`src/sv/ccdp_pkg.sv`:
```
// Shared types and widths for the complex conjugate dot product core.
// No dependencies; imported by every module of the block.
package ccdp_pkg;

    localparam int SAMPLE_W = 16;
    localparam int PROD_W   = 32;
    localparam int ACC_W    = 32;
    localparam int SHIFT_W  = 5;

    typedef logic signed [SAMPLE_W-1:0] sample_t;
    typedef logic signed [PROD_W-1:0]   prod_val_t;
    typedef logic signed [ACC_W-1:0]    acc_t;
    typedef logic        [SHIFT_W-1:0]  shift_t;

    // Shifted partial products of one item, handed to the accumulator
    typedef struct packed {
        prod_val_t rr;   // x_re * y_re
        prod_val_t ii;   // x_im * y_im
        prod_val_t ri;   // x_re * y_im
        prod_val_t ir;   // x_im * y_re
        logic      last;
    } prod_t;

endpackage

```
`src/sv/ccdp_prod_stage.sv`:
```
// Input register and partial product stage: four 16x16 multiplies, each
// arithmetically shifted, captured in a product register. Uses ccdp_pkg.
module ccdp_prod_stage (
    input  logic              clk,
    input  logic              rst_n,
    input  ccdp_pkg::shift_t  shift,
    input  logic              in_valid,
    output logic              in_stall,
    input  ccdp_pkg::sample_t x_re,
    input  ccdp_pkg::sample_t x_im,
    input  ccdp_pkg::sample_t y_re,
    input  ccdp_pkg::sample_t y_im,
    input  logic              last,
    output logic              prod_valid,
    output ccdp_pkg::prod_t   prod,
    input  logic              prod_ready
);
    import ccdp_pkg::*;

    logic    in_valid_reg;
    sample_t xr_reg;
    sample_t xi_reg;
    sample_t yr_reg;
    sample_t yi_reg;
    logic    last_reg;

    logic    prod_valid_reg;
    prod_t   prod_reg;
    prod_t   prod_next;

    logic    prod_free;
    logic    in_free;

    prod_val_t p_rr;
    prod_val_t p_ii;
    prod_val_t p_ri;
    prod_val_t p_ir;

    assign prod_free = !prod_valid_reg || prod_ready;
    assign in_free   = !in_valid_reg || prod_free;
    assign in_stall  = !in_free;

    assign p_rr = xr_reg * yr_reg;
    assign p_ii = xi_reg * yi_reg;
    assign p_ri = xr_reg * yi_reg;
    assign p_ir = xi_reg * yr_reg;

    always_comb
    begin
        prod_next.rr   = p_rr >>> shift;
        prod_next.ii   = p_ii >>> shift;
        prod_next.ri   = p_ri >>> shift;
        prod_next.ir   = p_ir >>> shift;
        prod_next.last = last_reg;
    end

    always_ff @(posedge clk or negedge rst_n)
    begin
        if (!rst_n)
        begin
            in_valid_reg   <= 1'b0;
            prod_valid_reg <= 1'b0;
        end
        else
        begin
            if (in_free)
                in_valid_reg <= in_valid;
            if (prod_free)
                prod_valid_reg <= in_valid_reg;
        end
    end

    always_ff @(posedge clk)
    begin
        if (in_free && in_valid)
        begin
            xr_reg   <= x_re;
            xi_reg   <= x_im;
            yr_reg   <= y_re;
            yi_reg   <= y_im;
            last_reg <= last;
        end
        if (prod_free && in_valid_reg)
            prod_reg <= prod_next;
    end

    assign prod_valid = prod_valid_reg;
    assign prod       = prod_reg;

`ifndef ASSERT_OFF
    // a held item in the input register must not vanish while blocked
    assert property (@(posedge clk) disable iff (!rst_n)
        in_valid_reg && !prod_free |=> in_valid_reg)
        else $error("input register dropped a blocked item");

    // a blocked product register keeps its item
    assert property (@(posedge clk) disable iff (!rst_n)
        prod_valid_reg && !prod_ready |=> prod_valid_reg && $stable(prod_reg))
        else $error("product register changed while blocked");
`endif

endmodule

```
`src/sv/ccdp_accum.sv`:
```
// Wrapping 32-bit accumulators and the result register.
// Uses ccdp_pkg; fed by ccdp_prod_stage.
module ccdp_accum (
    input  logic            clk,
    input  logic            rst_n,
    input  logic            prod_valid,
    input  ccdp_pkg::prod_t prod,
    output logic            prod_ready,
    output logic            out_valid,
    input  logic            out_stall,
    output ccdp_pkg::acc_t  sum_re,
    output ccdp_pkg::acc_t  sum_im
);
    import ccdp_pkg::*;

    acc_t acc_re_reg;
    acc_t acc_im_reg;
    acc_t acc_re_next;
    acc_t acc_im_next;
    logic out_valid_reg;
    acc_t sum_re_reg;
    acc_t sum_im_reg;

    logic out_free;
    logic take;
    logic emit;

    assign out_free = !out_valid_reg || !out_stall;
    // items that are not last never need the result register
    assign prod_ready = !prod_valid || !prod.last || out_free;
    assign take       = prod_valid && prod_ready;
    assign emit       = take && prod.last;

    assign acc_re_next = acc_re_reg + prod.rr + prod.ii;
    assign acc_im_next = acc_im_reg + prod.ri - prod.ir;

    always_ff @(posedge clk or negedge rst_n)
    begin
        if (!rst_n)
        begin
            acc_re_reg    <= '0;
            acc_im_reg    <= '0;
            out_valid_reg <= 1'b0;
        end
        else
        begin
            if (take)
            begin
                if (prod.last)
                begin
                    acc_re_reg <= '0;
                    acc_im_reg <= '0;
                end
                else
                begin
                    acc_re_reg <= acc_re_next;
                    acc_im_reg <= acc_im_next;
                end
            end
            if (out_free)
                out_valid_reg <= emit;
        end
    end

    always_ff @(posedge clk)
    begin
        if (emit)
        begin
            sum_re_reg <= acc_re_next;
            sum_im_reg <= acc_im_next;
        end
    end

    assign out_valid = out_valid_reg;
    assign sum_re    = sum_re_reg;
    assign sum_im    = sum_im_reg;

`ifndef ASSERT_OFF
    // a vector end leaves both sums cleared
    assert property (@(posedge clk) disable iff (!rst_n)
        emit |=> acc_re_reg == '0 && acc_im_reg == '0)
        else $error("accumulators not cleared after result");

    // sums move only when an item is taken
    assert property (@(posedge clk) disable iff (!rst_n)
        !take |=> $stable(acc_re_reg) && $stable(acc_im_reg))
        else $error("accumulator changed without an item");

    // a result is only produced from a last item
    assert property (@(posedge clk) disable iff (!rst_n)
        !out_valid_reg && !emit |=> !out_valid_reg)
        else $error("result appeared without a last item");
`endif

endmodule

```
`src/sv/complex_conj_dot_product_core.sv`:
```
// Throughput: one item per cycle when not stalled; a waiting result blocks only a following last item.
// The path is input register, product register (four 16x16 multiplies), result register.
// Reset (rst_n, async active low) clears both accumulators, the shift register and all valids.
// Uses ccdp_pkg, ccdp_prod_stage and ccdp_accum.
module complex_conj_dot_product_core (
    input  logic              clk,
    input  logic              rst_n,
    input  logic              cfg_we,
    input  ccdp_pkg::shift_t  cfg_wdata,
    input  logic              in_valid,
    output logic              in_stall,
    input  ccdp_pkg::sample_t x_re,
    input  ccdp_pkg::sample_t x_im,
    input  ccdp_pkg::sample_t y_re,
    input  ccdp_pkg::sample_t y_im,
    input  logic              last,
    output logic              out_valid,
    input  logic              out_stall,
    output ccdp_pkg::acc_t    sum_re,
    output ccdp_pkg::acc_t    sum_im
);
    import ccdp_pkg::*;

    shift_t shift_reg;
    logic   prod_valid;
    prod_t  prod;
    logic   prod_ready;

    always_ff @(posedge clk or negedge rst_n)
    begin
        if (!rst_n)
            shift_reg <= '0;
        else if (cfg_we)
            shift_reg <= cfg_wdata;
    end

    ccdp_prod_stage u_prod (
        .clk        (clk),
        .rst_n      (rst_n),
        .shift      (shift_reg),
        .in_valid   (in_valid),
        .in_stall   (in_stall),
        .x_re       (x_re),
        .x_im       (x_im),
        .y_re       (y_re),
        .y_im       (y_im),
        .last       (last),
        .prod_valid (prod_valid),
        .prod       (prod),
        .prod_ready (prod_ready)
    );

    ccdp_accum u_accum (
        .clk        (clk),
        .rst_n      (rst_n),
        .prod_valid (prod_valid),
        .prod       (prod),
        .prod_ready (prod_ready),
        .out_valid  (out_valid),
        .out_stall  (out_stall),
        .sum_re     (sum_re),
        .sum_im     (sum_im)
    );

endmodule

```
`config.mk`:
```
export PLATFORM = sky130hd
export DESIGN_NAME = complex_conj_dot_product_core
export DESIGN_NICKNAME = d
export VERILOG_FILES = /design/src/sv/ccdp_pkg.sv /design/src/sv/ccdp_prod_stage.sv /design/src/sv/ccdp_accum.sv /design/src/sv/complex_conj_dot_product_core.sv
export SDC_FILE = /design/constraint.sdc
export NUM_CORES = 2
export LEC_CHECK = 0
export ABC_AREA = 0
export BUFFER_PORTS_ARGS = -buffer_cell sky130_fd_sc_hd__buf_2
export CELL_PAD_IN_SITES_DETAIL_PLACEMENT = 0
export CELL_PAD_IN_SITES_GLOBAL_PLACEMENT = 1
export CORE_ASPECT_RATIO = 1.5
export CORE_UTILIZATION = 30
export CTS_CLUSTER_DIAMETER = 80
export CTS_CLUSTER_SIZE = 28
export DETAILED_ROUTE_END_ITERATION = 16
export PLACE_DENSITY_LB_ADDON = 0.25
export SYNTH_ARGS = -nofsm -noshare
export SYNTH_HDL_FRONTEND = slang
export SYNTH_SLANG_ARGS = --single-unit
```
`constraint.sdc`:
```
create_clock -name clk -period 8.4 [get_ports clk]
set_input_delay 0.84 -clock clk [delete_from_list [all_inputs] [get_ports clk]]
set_output_delay 0.84 -clock clk [all_outputs]
set_load 0.02 [all_outputs]
```
# Word level (Yosys, flattened, before mapping)
# Index checks and enable logic that the tools add are counted.
# totals
reg_bits	330
input_bits	75
out_inout_bits	66
word_cells	47
# op_classes
addsub	4
n_mul	4
shifts	4
muxes	2
reduce_logical	15
# ops
op	n
$mul 16x16->32	4
$sshr 32x5->32	4
$add 32x32->32	3
$mux 32	2
$sub 32x32->32	1
$logic_not 1->1	6
$logic_or 1x1->1	5
$logic_and 1x1->1	4

# Logic depth before layout (Yosys ltp)
# logic_depth
word_depth	6
depth_mapped	29
ltp_nobuf	26

# Modules after synthesis
# A second synthesis with hierarchy kept.
# unflattened
hier_cells	7134
hier_area_um2	65017.4
# modules_own_cells
mod	n_inst	cells_each	area_each_um2	seq_area_each_um2
ccdp_prod_stage	1	6140	55084.1	5875.6
ccdp_accum	1	984	9751.9	3548.4
complex_conj_dot_product_core	1	10	181.4	125.1

# Least setup slack after synthesis
# OpenSTA, ideal clock, no wires.
# synth_timing
kind	reg-to-reg
from	register u_prod.xi_reg[15]
to	register u_prod.prod_reg (netlist bit u_prod.prod[17]) (data pin)
setup_time_ns	0.168
arrival_ns	7.236
required_ns	8.232
path_slack_ns	0.997
path_stages_with_launch	23
n_path_buf	2
period_less_slack_ns	7.403
cell_sequence	edfxtp_1 clkbuf_1 nand2_1 inv_1 fa_1 fa_1 fa_1 fa_1 fa_1 inv_1 fa_1 inv_1 ha_1 a2111oi_4 o211ai_1 a31o_1 a41o_1 a2111oi_4 nor3_1 or3_1 buf_6 mux4_2 a221oi_2
# synth_rtl
element	line	text
from (decl)	ccdp_prod_stage.sv:22	sample_t xi_reg;
from (signal assigned)	ccdp_prod_stage.sv:78	xi_reg <= x_im;
to (signal assigned)	ccdp_prod_stage.sv:84	prod_reg <= prod_next;
to (decl)	ccdp_prod_stage.sv:28	prod_t prod_reg;

==> metrics <==
run status=finished clean; final wirelength=218000 um; Crit path max-delay family=adder cells; vias in the first global route=between 50000 and 60000; Synth cell types=between 100 and 150; Layout Nets=about 8400; average wire per standard cell=22.5 um; sequential-to-total area share from yosys stat=~15%; fraction of the cycle the final worst path needs=96.2%; Worst setup startpoint=u_prod.yi_reg[2]; Setup CP Type=reg2reg; drt pass-1 iters=6; largest net degree at the start of global routing=~110; initial antenna violation count=10; top-area cell type share of the netlist area=a little over a third; GP Congestion=roughly 0.9; #FFs+latches synth=330; Syn Area/Cell=9.33 sq um; grt total ovfl=0; full die area=0.212 sq mm; RR Startpoint=u_prod.yi_reg[2]; Post-route DRC=0; number of flip-flops under the largest register name=about 130; largest area contributor in the netlist=fa_1; setup tns final=0 ns; syn_nets=8334; H-tree depth=1; CP Data Arrival Time=around 8.5 ns; CTS tree=done; Iter 0 DRT Violations=~2700; max frequency=0.124 GHz; CTS Buf Count=29; r2r endpoint=u_prod.prod[69]; Fin Hold WS=approximately 0.32 ns; Main synth FF type=edfxtp_1; Bufs and invs on worst path=6; R2R Setup Slk=between 0.3 and 0.4 ns; Mapped Cells=between 6000 and 7000; Slew @ Worst Pin=about 1.2 ns; CTS sink count=330; Post-synth EDFFs=258; DIE WIDTH=376 um; Clock Pin Slew Worst Setup and Hold Paths=0.10 ns; slowest CP cell=edfxtp_1; Setup crit start kind=register; unrepaired setup endpoints after global routing=no; share of cells above drive strength 1=roughly 9.3%; filler cell count=approximately 22000; Period minus WS final=about 8 ns; leading post-synthesis cells by cell area=fa_1, edfxtp_1, ha_1; first-pass GRT wire length=~330000 um; Starting Density=30.2%; WP data required=a little under 9 ns; CTS max path bufs=3; crit path capture=u_prod.prod[69]; Post-synth ARST share=about 22%; max cap viols=0; Hold WC Path Type=in2reg; Yosys warnings=0; critical path depth=25; Non-Filler Instances=9691; core area=~0.21 sq mm; crit-path max FO=11; I/O Buffers=140; placed insts=9615; Post-DRT Antenna Nets=0; Final Hold Fails=0; P&R area growth vs syn=11.0%; setup violators final=0; worst-skew pair later-pin latency=0.69 ns; routed vias=~48000; row cnt=205; Rel. slew slack=17.7%; Chip Height=~560 um; I/O Pins=141; Post-Syn Area=about 0.063 sq mm; DP HPWL=between 150000 and 200000 um; Slew Viols, Final=0; Largest stage delay, worst path=approximately 0.64 ns; R2R cell count=25; Total Routing Usage GR=slightly above 20%; clock skew=approximately 0.032 ns; cell mode on critical path=fa_1; Via density=approximately 5; clock root buffer=clkbuf_16; crit end category=register
==> worst min path at each step <==
stage,startpoint,endpoint,slack [ns],depth (start not counted)
detailed placement,u_prod.last_reg,u_prod.prod[0],0.42,0
global route,x_im[12],u_prod.xi_reg[12],0.28,1
floorplan,u_prod.last_reg,u_prod.prod[0],0.40,0
finish,x_im[1],u_prod.xi_reg[1],0.32,1
CTS,x_im[1],u_prod.xi_reg[1],0.25,1
global placement,u_prod.last_reg,u_prod.prod[0],0.41,0
==> cells by family (layout without fill, tap and decap cells) <==
| logic type | after synthesis | count (layout) | synth area share (%) |
|---|---|---|---|
| and+or+nand+nor | 1842 | 1842 | 14.1 |
| buffers and inverters | 1602 | 1737 | 9.58 |
| adders and majority gates | 1501 | 1501 | 43.0 |
| AOI/OAI and AO/OA | 1116 | 1116 | 12.3 |
| DFF | 330 | 330 | 15.1 |
| xor gates and xnor gates | 195 | 195 | 2.73 |
| muxes | 172 | 172 | 3.09 |
| other | 0 | 4 | 0 |
==> cell usage after synthesis (20+ instances only) <==
master       n
xor2_1      47
o211ai_1    53
edfxtp_1   258
o21a_1      41
a31oi_1     43
nand2_1    719
mux2_2      44
a211o_1     20
o21ai_0    183
nand3_1     69
fa_1      1111
ha_1       390
o22ai_1     33
o21bai_1    28
a211oi_1    80
buf_1       38
nor2_1     304
dfrtp_1     72
nand2b_1    42
a22o_1      61
inv_1     1244
xnor2_1    146
and3_1      26
mux2i_1    114
or3_1       21
a21oi_1    275
a21o_1      75
and2_1     520
clkbuf_1   303
nor3_1      48
==> through the flow <==
step / cell area (sq um) / utilization [%] / worst slack [ns]
floorplan: 63100 / - / 0.997
global placement: 68500 / 32.9 / -0.0872
detailed placement: 68500 / 32.9 / -0.137
CTS: 69800 / 33.5 / 0.0641
global route: 70000 / 33.6 / 0.00410
finish: 70000 / 33.6 / 0.321
==> timing repair <==
action,4_1_cts,5_1_grt
resized for setup,1,5
endpoints found under the hold margin,7,0
hold buffers,1,0
buffers inserted,2,15
setup endpoints to repair,6,22
==> cell type report <==
type | instances | area [sq um] | area share [%]
flip-flops and latches | 330 | 9570 | 13.7
multi-input cells | 4826 | 47500 | 67.9
diodes | 4 | 10.0 | 0.0143
well taps | 2794 | 3500 | 4.99
inverters | 1247 | 4690 | 6.69
clock inverters | 25 | 488 | 0.697
repair buffers | 436 | 3500 | 5.00
clock buffers | 29 | 726 | 1.04
==> routing by layer <==
| layer | up-vias | routed length (um) | track usage [%] |
|---|---|---|---|
| li1 | 21900 | - | - |
| met1 | 24700 | 87800 | 24.8 |
| met2 | 1076 | 110000 | 37.4 |
| met3 | 337 | 7630 | 1.92 |
| met4 | 10 | 11900 | 9.63 |
| met5 | - | 72 | 0 |
==> cells in the final DEF, fill, tap and decap left out, types with 28 or more instances in the layout <==
master / n
inv_1: 1241
fa_1: 1110
nand2_1: 718
and2_1: 518
ha_1: 390
nor2_1: 300
a21oi_1: 274
edfxtp_1: 258
buf_4: 250
o21ai_0: 182
xnor2_1: 146
buf_2: 139
mux2i_1: 114
a211oi_1: 79
a21o_1: 75
nand3_1: 69
dfrtp_1: 67
a22o_1: 61
o211ai_1: 53
nor3_1: 48
xor2_1: 46
buf_12: 46
mux2_2: 44
a31oi_1: 43
nand2b_1: 42
o21a_1: 41
o22ai_1: 33
clkbuf_16: 29
o21bai_1: 28
Power is not shown: default switching activity piles up to over one toggle a cycle in this logic, so the estimate is an artifact.
